--- config.mk ---
export PLATFORM = sky130hd
export DESIGN_NAME = sticky_weighted_round_robin
export DESIGN_NICKNAME = d
export VERILOG_FILES = /design/src/rtl/swrr_pkg.sv /design/src/rtl/sticky_weighted_round_robin.sv
export SDC_FILE = /design/constraint.sdc
export NUM_CORES = 2
export LEC_CHECK = 0
export CORE_AREA = 2 2 457 414
export CTS_CLUSTER_DIAMETER = 200
export CTS_CLUSTER_SIZE = 14
export DETAILED_ROUTE_END_ITERATION = 16
export DIE_AREA = 0 0 459 416
export DONT_BUFFER_PORTS = 1
export GPL_ROUTABILITY_DRIVEN = 0
export PLACE_DENSITY_LB_ADDON = 0.2
export SLEW_MARGIN = 20
export SYNTH_ARGS = -nofsm -noshare
export SYNTH_HDL_FRONTEND = slang
export SYNTH_SLANG_ARGS = --single-unit
--- constraint.sdc ---
create_clock -name clock -period 20.2 [get_ports clock]
set_input_delay 1.01 -clock clock [delete_from_list [all_inputs] [get_ports clock]]
set_output_delay 1.01 -clock clock [all_outputs]
set_load 0.02 [all_outputs]
--- src/rtl/swrr_pkg.sv ---
// shared types, constants and helper functions for the sticky weighted round robin picker
package swrr_pkg;

   localparam int SESSION_ENTRIES = 64;
   localparam int MAX_SERVERS     = 3;
   localparam int WEIGHT_REGS     = 3;
   localparam int PEER_CAP        = (MAX_SERVERS < WEIGHT_REGS) ? MAX_SERVERS : WEIGHT_REGS;

   localparam int KEY_W       = 32;
   localparam int SRV_W       = 2;
   localparam int WGT_W       = 8;
   localparam int CSR_W       = 8;
   localparam int IDX_W       = $clog2(SESSION_ENTRIES);
   localparam int CMP_W       = WGT_W + 1;
   localparam int DIV_CNT_W   = $clog2(WGT_W);

   typedef logic [WEIGHT_REGS-1:0][WGT_W-1:0] weight_array_type;

   typedef enum logic [1:0] {
      CSR_PEER_COUNT = 2'd0,
      CSR_WEIGHT0    = 2'd1,
      CSR_WEIGHT1    = 2'd2,
      CSR_WEIGHT2    = 2'd3
   } csr_index_type;

   typedef enum logic [2:0] {
      ST_IDLE,
      ST_SCAN,
      ST_MOD,
      ST_SEARCH,
      ST_RESP
   } state_type;

   typedef struct packed {
      logic [KEY_W-1:0] key;
      logic [SRV_W-1:0] server;
   } entry_type;

   // zero weight counts as one
   function automatic logic [WGT_W-1:0] eff_weight(input logic [WGT_W-1:0] w);
      eff_weight = (w == '0) ? WGT_W'(1) : w;
   endfunction

   // peer count clamped to 1..PEER_CAP
   function automatic logic [SRV_W-1:0] peers_in_use(input logic [SRV_W-1:0] pc);
      logic [SRV_W-1:0] n;
      n = pc;
      if (n == '0) n = SRV_W'(1);
      if (n > SRV_W'(PEER_CAP)) n = SRV_W'(PEER_CAP);
      peers_in_use = n;
   endfunction

   function automatic logic [WGT_W-1:0] largest_weight(input logic [SRV_W-1:0] n,
                                                       input weight_array_type w);
      logic [WGT_W-1:0] m;
      m = WGT_W'(1);
      for (int s = 0; s < WEIGHT_REGS; s++) begin
         if (SRV_W'(s) < n && eff_weight(w[s]) > m) m = eff_weight(w[s]);
      end
      largest_weight = m;
   endfunction

   // cs mod n for a narrow cs and n of at least one
   function automatic logic [SRV_W-1:0] start_server(input logic [SRV_W-1:0] cs,
                                                     input logic [SRV_W-1:0] n);
      logic [SRV_W-1:0] r;
      r = cs;
      for (int k = 0; k < (1 << SRV_W) - 1; k++) begin
         if (r >= n) r = r - n;
      end
      start_server = r;
   endfunction

endpackage

--- src/rtl/sticky_weighted_round_robin.sv ---
// sticky weighted round robin backend picker with a session table
//
// req_*: one word per flow, the client source address; accepted on req_valid & req_ready.
// rsp_*: one word per request: chosen server, whether it came from the session table,
//   and whether a new session could not be stored because the table is full.
// csr_*: register writes (peer count, three server weights), taken on any cycle with
//   csr_write_en high; write only while no request is in flight.
// One request at a time. The session table is scanned one entry per cycle through a
// registered memory read; a hit ends the scan at its entry. A miss then computes the
// round modulo the largest weight and runs a weight search that ends within one pass
// over the servers in use (at most 3), since the heaviest server beats every round;
// both run on one shared subtract/compare unit.
// req_ready goes low from acceptance until the cycle after the response word is taken,
// so a new request is not taken before the last one is answered. A stalled response
// simply holds in its output register.
// Reset empties the session table at once (valid bits), clears the round state and sets
// peer count and weights to one.
module sticky_weighted_round_robin (
   input  logic                        clock,
   input  logic                        reset,
   input  logic                        req_valid,
   output logic                        req_ready,
   input  logic [swrr_pkg::KEY_W-1:0]  req_source_ipv4,
   output logic                        rsp_valid,
   input  logic                        rsp_ready,
   output logic [swrr_pkg::SRV_W-1:0]  rsp_server_index,
   output logic                        rsp_session_hit,
   output logic                        rsp_table_full,
   input  logic                        csr_write_en,
   input  swrr_pkg::csr_index_type     csr_index,
   input  logic [swrr_pkg::CSR_W-1:0]  csr_data
);
   import swrr_pkg::*;

   state_type                state_ff, state_in;
   logic [KEY_W-1:0]         key_ff, key_in;
   logic [IDX_W-1:0]         scan_ptr_ff, scan_ptr_in;
   logic [IDX_W-1:0]         chk_idx_ff, chk_idx_in;
   logic                     chk_valid_ff, chk_valid_in;
   logic [SESSION_ENTRIES-1:0] valid_ff, valid_in;
   logic                     free_found_ff, free_found_in;
   logic [IDX_W-1:0]         free_idx_ff, free_idx_in;
   logic [WGT_W-1:0]         rem_ff, rem_in;
   logic [DIV_CNT_W-1:0]     div_cnt_ff, div_cnt_in;
   logic [WGT_W-1:0]         rnd_ff, rnd_in;
   logic [SRV_W-1:0]         srv_ff, srv_in;
   logic [SRV_W-1:0]         pos_ff, pos_in;
   logic [WGT_W-1:0]         cur_round_ff, cur_round_in;
   logic [SRV_W-1:0]         cur_server_ff, cur_server_in;
   logic [SRV_W-1:0]         peer_count_ff;
   weight_array_type         weight_ff;
   logic [SRV_W-1:0]         rsp_server_ff, rsp_server_in;
   logic                     rsp_hit_ff, rsp_hit_in;
   logic                     rsp_full_ff, rsp_full_in;

   entry_type                mem [SESSION_ENTRIES];
   entry_type                mem_rd_ff;
   logic                     mem_we;

   logic [SRV_W-1:0]         peers;
   logic [WGT_W-1:0]         lw;
   logic [SRV_W-1:0]         s0;
   logic [WGT_W-1:0]         srv_weight;
   logic [WGT_W-1:0]         rnd_next;

   // shared subtract/compare unit
   logic [CMP_W-1:0]         alu_a, alu_b;
   logic [CMP_W:0]           alu_diff;
   logic                     alu_ge;

   assign peers      = peers_in_use(peer_count_ff);
   assign lw         = largest_weight(peers, weight_ff);
   assign s0         = start_server(cur_server_ff, peers);
   assign srv_weight = (srv_ff < SRV_W'(WEIGHT_REGS)) ? eff_weight(weight_ff[srv_ff])
                                                      : WGT_W'(1);
   assign rnd_next   = rnd_ff + WGT_W'(1);
   assign alu_diff   = {1'b0, alu_a} - {1'b0, alu_b};
   assign alu_ge     = !alu_diff[CMP_W];

   assign req_ready        = (state_ff == ST_IDLE) && !reset;
   assign rsp_valid        = (state_ff == ST_RESP) && !reset;
   assign rsp_server_index = rsp_server_ff;
   assign rsp_session_hit  = rsp_hit_ff;
   assign rsp_table_full   = rsp_full_ff;

   always_comb begin
      state_in      = state_ff;
      key_in        = key_ff;
      scan_ptr_in   = scan_ptr_ff;
      chk_idx_in    = chk_idx_ff;
      chk_valid_in  = chk_valid_ff;
      valid_in      = valid_ff;
      free_found_in = free_found_ff;
      free_idx_in   = free_idx_ff;
      rem_in        = rem_ff;
      div_cnt_in    = div_cnt_ff;
      rnd_in        = rnd_ff;
      srv_in        = srv_ff;
      pos_in        = pos_ff;
      cur_round_in  = cur_round_ff;
      cur_server_in = cur_server_ff;
      rsp_server_in = rsp_server_ff;
      rsp_hit_in    = rsp_hit_ff;
      rsp_full_in   = rsp_full_ff;
      alu_a         = '0;
      alu_b         = '0;
      mem_we        = 1'b0;
      unique case (state_ff)
         ST_IDLE: begin
            if (req_valid && req_ready) begin
               key_in        = req_source_ipv4;
               scan_ptr_in   = '0;
               chk_valid_in  = 1'b0;
               free_found_in = 1'b0;
               state_in      = ST_SCAN;
            end
         end
         ST_SCAN: begin
            // read entry scan_ptr, check the entry read last cycle
            scan_ptr_in  = scan_ptr_ff + IDX_W'(1);
            chk_idx_in   = scan_ptr_ff;
            chk_valid_in = 1'b1;
            if (chk_valid_ff) begin
               if (valid_ff[chk_idx_ff] && mem_rd_ff.key == key_ff) begin
                  rsp_server_in = mem_rd_ff.server;
                  rsp_hit_in    = 1'b1;
                  rsp_full_in   = 1'b0;
                  state_in      = ST_RESP;
               end else begin
                  if (!valid_ff[chk_idx_ff] && !free_found_ff) begin
                     free_found_in = 1'b1;
                     free_idx_in   = chk_idx_ff;
                  end
                  if (chk_idx_ff == IDX_W'(SESSION_ENTRIES - 1)) begin
                     rem_in     = '0;
                     div_cnt_in = DIV_CNT_W'(WGT_W - 1);
                     state_in   = ST_MOD;
                  end
               end
            end
         end
         ST_MOD: begin
            // restoring remainder, one bit of current round per cycle
            alu_a      = {rem_ff, cur_round_ff[div_cnt_ff]};
            alu_b      = {1'b0, lw};
            rem_in     = alu_ge ? alu_diff[WGT_W-1:0] : alu_a[WGT_W-1:0];
            div_cnt_in = div_cnt_ff - DIV_CNT_W'(1);
            if (div_cnt_ff == '0) begin
               rnd_in   = rem_in;
               srv_in   = s0;
               pos_in   = '0;
               state_in = ST_SEARCH;
            end
         end
         ST_SEARCH: begin
            // weight > round is the same as not (round >= weight)
            alu_a = {1'b0, rnd_ff};
            alu_b = {1'b0, srv_weight};
            if (!alu_ge) begin
               rsp_server_in = srv_ff;
               rsp_hit_in    = 1'b0;
               rsp_full_in   = !free_found_ff;
               cur_round_in  = rnd_next;
               cur_server_in = srv_ff + SRV_W'(1);
               if (free_found_ff) begin
                  mem_we                = 1'b1;
                  valid_in[free_idx_ff] = 1'b1;
               end
               state_in = ST_RESP;
            end else if (pos_ff == peers - SRV_W'(1)) begin
               pos_in = '0;
               srv_in = s0;
               rnd_in = (rnd_next == lw) ? '0 : rnd_next;
            end else begin
               pos_in = pos_ff + SRV_W'(1);
               srv_in = (srv_ff + SRV_W'(1) == peers) ? '0 : srv_ff + SRV_W'(1);
            end
         end
         ST_RESP: begin
            if (rsp_ready) begin
               state_in = ST_IDLE;
            end
         end
         default: begin
            state_in = ST_IDLE;
         end
      endcase
   end

   always_ff @(posedge clock) begin
      if (reset) begin
         state_ff      <= ST_IDLE;
         chk_valid_ff  <= 1'b0;
         valid_ff      <= '0;
         free_found_ff <= 1'b0;
         cur_round_ff  <= '0;
         cur_server_ff <= '0;
         peer_count_ff <= SRV_W'(1);
         for (int s = 0; s < WEIGHT_REGS; s++) begin
            weight_ff[s] <= WGT_W'(1);
         end
      end else begin
         state_ff      <= state_in;
         chk_valid_ff  <= chk_valid_in;
         valid_ff      <= valid_in;
         free_found_ff <= free_found_in;
         cur_round_ff  <= cur_round_in;
         cur_server_ff <= cur_server_in;
         if (csr_write_en) begin
            unique case (csr_index)
               CSR_PEER_COUNT: peer_count_ff <= csr_data[SRV_W-1:0];
               CSR_WEIGHT0:    weight_ff[0]  <= csr_data[WGT_W-1:0];
               CSR_WEIGHT1:    weight_ff[1]  <= csr_data[WGT_W-1:0];
               CSR_WEIGHT2:    weight_ff[2]  <= csr_data[WGT_W-1:0];
               default:        peer_count_ff <= peer_count_ff;
            endcase
         end
      end
   end

   always_ff @(posedge clock) begin
      key_ff        <= key_in;
      scan_ptr_ff   <= scan_ptr_in;
      chk_idx_ff    <= chk_idx_in;
      free_idx_ff   <= free_idx_in;
      rem_ff        <= rem_in;
      div_cnt_ff    <= div_cnt_in;
      rnd_ff        <= rnd_in;
      srv_ff        <= srv_in;
      pos_ff        <= pos_in;
      rsp_server_ff <= rsp_server_in;
      rsp_hit_ff    <= rsp_hit_in;
      rsp_full_ff   <= rsp_full_in;
   end

   // session table: one write port, one registered read port
   always_ff @(posedge clock) begin
      if (mem_we) begin
         mem[free_idx_ff] <= '{key: key_ff, server: srv_ff};
      end
      mem_rd_ff <= mem[scan_ptr_ff];
   end

endmodule

# Word-level counts from Yosys, hierarchy flattened
# Memory sizes are Yosys's and may differ from the RTL's. A register that Yosys moved wholly into a read port is not among the register bits.
# Index checks and enable logic that the tools add are counted.
# totals
word_cells,193
out_inout_bits,6
ramBits,2176
reg_bits,182
mem_count,1
# classes
n_reduce_logical,39
bitwise_logic,2
addsub,10
magnitude_cmp,16
eq_ne,24
mux,79
# mem_list
name,depth,width,read_ports,rd_ports_with_merged_regs,write_ports,line,text
mem,64,34,1,1,1,sticky_weighted_round_robin.sv:56,entry_type mem [SESSION_ENTRIES];
# ops
operator,n
two-way mux 8 bit,17
OR 64 bit,1
case mux 8 bit (2 select lines),3
== test 32 bit,1
logical NOT 8 bit,4
two-way mux 2 bit,15
two-way mux 3 bit,10
inequality test 2 bit (second input constant),10
two-way mux 1 bit,18
case mux 9 bit (2 select lines),1
binary-select mux 8 bit (select 2 bit),1
> comparator 8 bit,2
AND reduction 4 bit,4
case mux 3 bit (5 select lines),1
less-than comparator 6 x 7 -> 1 bit (second input constant),2
AND reduction 2 bit,7
case mux 2 bit (2 select lines),3
case mux 6 bit (2 select lines),1
subtractor 9 x 9 -> 10 bit,1
logical AND 1 bit,9
adder 8 x 1 -> 8 bit (second input constant),1
== test 8 bit,1
> comparator 8 x 1 -> 1 bit (second input constant),1
case mux 1 bit (2 select lines),4
other kinds (35),52

# Logic depth before layout (Yosys ltp)
# logic_depth
depth_word,19
ltp_mapped,28
ltp_nobuf,27

# Worst setup path after synthesis
# No wires, ideal clock.
# synth_timing
path_kind,register to register
from,register weight_ff[3] in the netlist's numbering
to,memory mem[53][0] in the netlist's numbering (enable)
required_time_ps,19686
synth_period_minus_slack_ps,9140
stages_incl_launch_ff,26
path_slack_ps,11060
path_buffers,3
t_arrival_ps,8626
cell_sequence,dfxtp_1 nor4_1 a41oi_1 inv_1 ha_1 nand2b_1 a21oi_1 o311ai_4 mux2i_1 ha_1 nor2b_1 o211ai_1 a21oi_1 o21ai_0 clkbuf_1 clkbuf_1 a211oi_1 a21oi_1 ha_1 nor2b_1 o31a_1 o31ai_1 a21o_1 nand2_1 clkbuf_1 nor4_1
# synth_via
elab_chain_len,17
# synth_lines
element,line,text
from (decl),sticky_weighted_round_robin.sv:51,weight_array_type weight_ff;
logical NOT 8 bit,swrr_pkg.sv:41,eff_weight = (w == '0) ? WGT_W'(1) : w;
two-way mux 8 bit,swrr_pkg.sv:41,
> comparator 8 x 1 -> 1 bit,swrr_pkg.sv:58,if (SRV_W'(s) < n && eff_weight(w[s]) > m) m = eff_weight(w[s]);
logical AND 1 bit,swrr_pkg.sv:58,
two-way mux 8 bit,swrr_pkg.sv:58,
> comparator 8 bit,swrr_pkg.sv:58,
logical AND 1 bit,swrr_pkg.sv:58,
two-way mux 8 bit,swrr_pkg.sv:58,
> comparator 8 bit,swrr_pkg.sv:58,
logical AND 1 bit,swrr_pkg.sv:58,
two-way mux 8 bit,swrr_pkg.sv:58,
case mux 8 bit (2 select lines) *,sticky_weighted_round_robin.sv:108,unique case (state_ff)
subtractor 9 x 9 -> 10 bit *,sticky_weighted_round_robin.sv:77,"assign alu_diff = {1'b0, alu_a} - {1'b0, alu_b};"
two-way mux 1 bit *,sticky_weighted_round_robin.sv:159,if (!alu_ge) begin
two-way mux 1 bit *,sticky_weighted_round_robin.sv:108,
two-way mux 1 bit *,sticky_weighted_round_robin.sv:238,if (mem_we) begin
two-way mux 1 bit (implied by the code) *,sticky_weighted_round_robin.sv:239,"mem[free_idx_ff] <= '{key: key_ff, server: srv_ff};"
to (decl),sticky_weighted_round_robin.sv:56,
# Every way passes the cells marked *; elsewhere a longest branch is shown, timed or not. The select of a mux whose other input is x is not followed.

# Worst setup path after layout
# layout_timing
from,register weight_ff[3] in the netlist's numbering
to,memory mem[48][25] in the netlist's numbering (enable)
# The elaborated chain is that of the path after synthesis.

==> metrics.log <==
[metrics] count of flip-flops with a built-in enable after synthesis: 2253
[metrics] cell type group with the largest total delay on the critical path: compound AO/OA/AOI/OAI gates
[metrics] max-capacitance violation count: 0
[metrics] Die Y-Extent: 416 um
[metrics] Worst Hold Path EP: weight_ff[22]
[metrics] register area: 0.07044 mm^2
[metrics] period utilization: 37.51%
[metrics] timing-limited maximum frequency: 132.0 MHz
[metrics] CTS H-Tree Depth: 4
[metrics] number of antenna violations at the first check in global routing: 22
[metrics] placement row count: 151
[metrics] maximum clock path buffer count: 3
[metrics] Multi-input gate area: 0.02133 mm^2
[metrics] WP buf/inv: 4
[metrics] wirelength, routed: 226200 um
[metrics] number of buffers created by CTS: 188
[metrics] fraction of power consumed by the clock network: 27.0%
[metrics] Design Power: 12660 uW
[metrics] total leakage power: 0.03101 uW
[metrics] number of buffers inserted by hold repair at cts: 0
[metrics] Placeable Area: 0.1867 mm^2
[metrics] area of the die: 0.1909 mm^2
[metrics] Detail Placement HPWL: 136400 um
[metrics] Net Sw Power: 3773 uW
[metrics] largest area contributor in the synthesized netlist: sky130_fd_sc_hd__edfxtp_1
[metrics] syn_area_per_cell: 22.34 um^2
[metrics] highest-delay cell along the critical path: sky130_fd_sc_hd__nor4_2
[metrics] met3 usage in global routing: 5.876%
[metrics] critical-path maximum fanout: 37
[metrics] r2r startpoint: weight_ff[3]
[metrics] number of cell instances on the worst register-to-register path: 26
[metrics] Seq cells post-synth: 2392
[metrics] total global routing track utilization: 23.89%
[metrics] layer carrying the most global-route usage: met2
[metrics] Sequential Power Share: 44.8%
[metrics] CTS sink cnt: 2392
[metrics] fraction of registers with async set or reset after synthesis: 0%
[metrics] final core utilization: 54.38%
[metrics] Worst Tran Pin Value: 1.075 ns
[metrics] startpoint class of the critical path: flip-flop
[metrics] combinational cell fraction of total power: 28.2%
[metrics] Post-CTS Setup Bufs: 0
[metrics] FILL cells: 13988
[metrics] Hold Crit Class: input port to flip-flop
[metrics] number of vias in the routed layout: 42981
[metrics] largest net degree at the start of global routing: 132
[metrics] RSZ-0062 raised after global routing: false
[metrics] cell internal power dissipation: 8884 uW
[metrics] number of cells on the worst hold path: 1
[metrics] flip-flop cell with the highest count after synthesis: sky130_fd_sc_hd__edfxtp_1
[metrics] minimum period implied by the final worst setup slack: 7.576 ns
[metrics] total DRC errors in the routed layout: 0
[metrics] required arrival time at the worst endpoint: 20.68 ns
[metrics] clock slew at the register clock pins of the worst setup and hold paths: 0.07 ns
[metrics] 1st-iter DRT viols: 5508
[metrics] horizontal die dimension: 459 um
[metrics] global-route met2 utilization: 36.72%
[metrics] post-synth net total: 4226
[metrics] worst-case register-to-register setup slack: 12.62 ns
[metrics] via count normalized by instance count: 6.302
[metrics] clock network latency to the later pin of the worst-skew pair: 0.85 ns
[metrics] post-synth top area share: 73.13%
[metrics] count of buffers from port buffering: 0
[metrics] Layout Area Growth over Synthesis: 9.728%
[metrics] cell area after placement: 0.09615 mm^2
[metrics] worst-case hold slack: 0.2332 ns
[metrics] total overflow reported by the global router: 0
[metrics] hold violation count in the final report: 0
[metrics] routed wire length per instance: 33.17 um
[metrics] Yosys cell types: 56
[metrics] type of the setup path with the least slack: flip-flop to flip-flop
[metrics] Setup Viol. Count Final: 0
[metrics] Yosys Warn Count: 0
[metrics] destination of the worst register-to-register timing path: mem[48][25]
[metrics] Ports: 53
[metrics] nets: 4332
[metrics] Seq/Total Area, Yosys: 76.14%
[metrics] Critical Path Max Stage Delay: 0.89 ns
[metrics] Initial Utilization: 49.56%
[metrics] power density over cell area: 124.7 mW/mm^2
[metrics] worst clock skew: 0.03944 ns
[metrics] CTS tree: done
[metrics] most used standard cell by instance count after synthesis: sky130_fd_sc_hd__edfxtp_1
[metrics] Max transition margin: 28.32%
[metrics] setup total negative slack: 0 ns
[metrics] wire length of the first global-routing pass: 321500 um
[metrics] antenna-violating nets left: 0
[metrics] Pre-antenna DRT Iters: 5
[metrics] instance count of the mapped netlist: 4140
[metrics] net switching fraction of the power: 29.81%
[metrics] launch point of the critical path: weight_ff[3]
[metrics] run status: finished, final reports clean
[metrics] Netlist Area Pre-Place: 0.09251 mm^2
[metrics] count of final max-slew check failures: 0
[metrics] number of global-route vias before repair: 42353
[metrics] CTS root buffer: sky130_fd_sc_hd__clkbuf_16
[metrics] crit end category: flip-flop
[metrics] Worst EP arrival: 8.05 ns
[metrics] GR Util met1: 35.39%
[metrics] startpoint of the tightest hold check path: reset
[metrics] most area-consuming cells after synthesis: sky130_fd_sc_hd__edfxtp_1 73%, sky130_fd_sc_hd__mux4_2 18%, sky130_fd_sc_hd__dfxtp_1 3.0%, sky130_fd_sc_hd__nor2_1 0.82%, sky130_fd_sc_hd__clkbuf_1 0.68%
[metrics] peak supply drop: 0.0001987 V
[metrics] proportion of layout cells with a drive suffix above 1: 27.07%
[metrics] post-cts sizing count: 0
[metrics] leading post-synthesis cells by instance count: 2253 x sky130_fd_sc_hd__edfxtp_1, 737 x sky130_fd_sc_hd__mux4_2, 201 x sky130_fd_sc_hd__nor2_1, 168 x sky130_fd_sc_hd__clkbuf_1, 139 x sky130_fd_sc_hd__dfxtp_1
[metrics] final instance area: 0.1015 mm^2
-- sequential cells by signal, summed over array words and instances (netlist names), 2 cells and up --
signal and count:
key_ff 32, weight_ff 24, pos_ff 2, peer_count_ff 2, rnd_ff 8, cur_round_ff 8, cur_server_ff 2, rsp_server_index 2
mem 2176, rem_ff 8, srv_ff 2, div_cnt_ff 3, scan_ptr_ff 6, valid_ff 64, state_ff 3, free_idx_ff 6
mem_rd_ff 34, chk_idx_ff 6
-- area by class of cell --
| cell class | count | share of cell area, % |
|---|---|---|
| antenna | 5 | 0.01233 |
| clock buffer | 297 | 5.080 |
| clock inverter | 14 | 0.1800 |
| inverter | 29 | 0.1072 |
| multi-input combinational | 1481 | 21.01 |
| sequential | 2392 | 69.39 |
| tap | 2448 | 3.017 |
| timing repair buffer | 154 | 1.201 |
-- cells by family (layout without fill, tap and decap cells) --
logic type,Yosys count,in the layout,share of synthesized area (%)
flops,2392,2392,76.14
xor+xnor,58,58,0.5491
other cells,0,5,0
simple gates,463,463,2.306
fa+ha+maj,39,39,0.5600
compound gates,153,153,1.062
mux,768,768,18.28
buf+inv,267,494,1.101
-- per-layer routing --
metal	share of wire, %	routed length [um]	vias up
li1	-	-	17542
met1	41	93610	23414
met2	48	108100	1787
met3	9.3	20980	236
met4	1.5	3504	2
met5	0.0057	13	-
-- power groups by stage --
stage,sequential [uW],clock (uW),combinational [uW]
after global routing,5670,3660,3740
after floorplan,5820,0,2210
after global placement,5780,0,3580
after CTS,5670,3480,3590
after detailed placement,5780,0,3590
final,5670,3410,3570
-- cells in the final DEF (no fill, tap or decap), types with 14 or more instances in the layout --
master / netlist / layout
sky130_fd_sc_hd__nand4_1: 16 / 16
sky130_fd_sc_hd__ha_1: 35 / 35
sky130_fd_sc_hd__o21ai_0: 26 / 25
sky130_fd_sc_hd__edfxtp_1: 2253 / 2253
sky130_fd_sc_hd__and3_2: 0 / 25
sky130_fd_sc_hd__a21oi_1: 61 / 61
sky130_fd_sc_hd__mux2i_1: 30 / 30
sky130_fd_sc_hd__clkbuf_16: 0 / 190
sky130_fd_sc_hd__a211oi_1: 15 / 14
sky130_fd_sc_hd__mux4_2: 737 / 737
sky130_fd_sc_hd__nand2_1: 104 / 103
sky130_fd_sc_hd__nand3_1: 15 / 15
sky130_fd_sc_hd__nor2_1: 201 / 200
sky130_fd_sc_hd__inv_1: 29 / 28
sky130_fd_sc_hd__buf_4: 0 / 149
sky130_fd_sc_hd__nor4_2: 0 / 32
sky130_fd_sc_hd__dfxtp_1: 139 / 139
sky130_fd_sc_hd__clkbuf_1: 168 / 107
sky130_fd_sc_hd__xnor2_1: 50 / 50
-- through the flow --
stage | std cells | worst slack, ns
final | 6820 | 12.62
after floorplan | 4140 | 11.06
after global placement | 6504 | 13.03
after global routing | 6815 | 12.19
after detailed placement | 6504 | 12.80
after CTS | 6815 | 12.77
-- worst max-delay path by stage --
stage / to / cells past startpoint / slack (ns)
finish: mem[48][25] / 26 / 12.62
global placement: mem[49][14] / 26 / 13.03
floorplan: mem[53][0] / 25 / 11.06
global route: mem[48][22] / 26 / 12.19
detailed placement: mem[48][25] / 26 / 12.80
CTS: mem[48][22] / 26 / 12.77
Power figures use the tool's default switching activity.
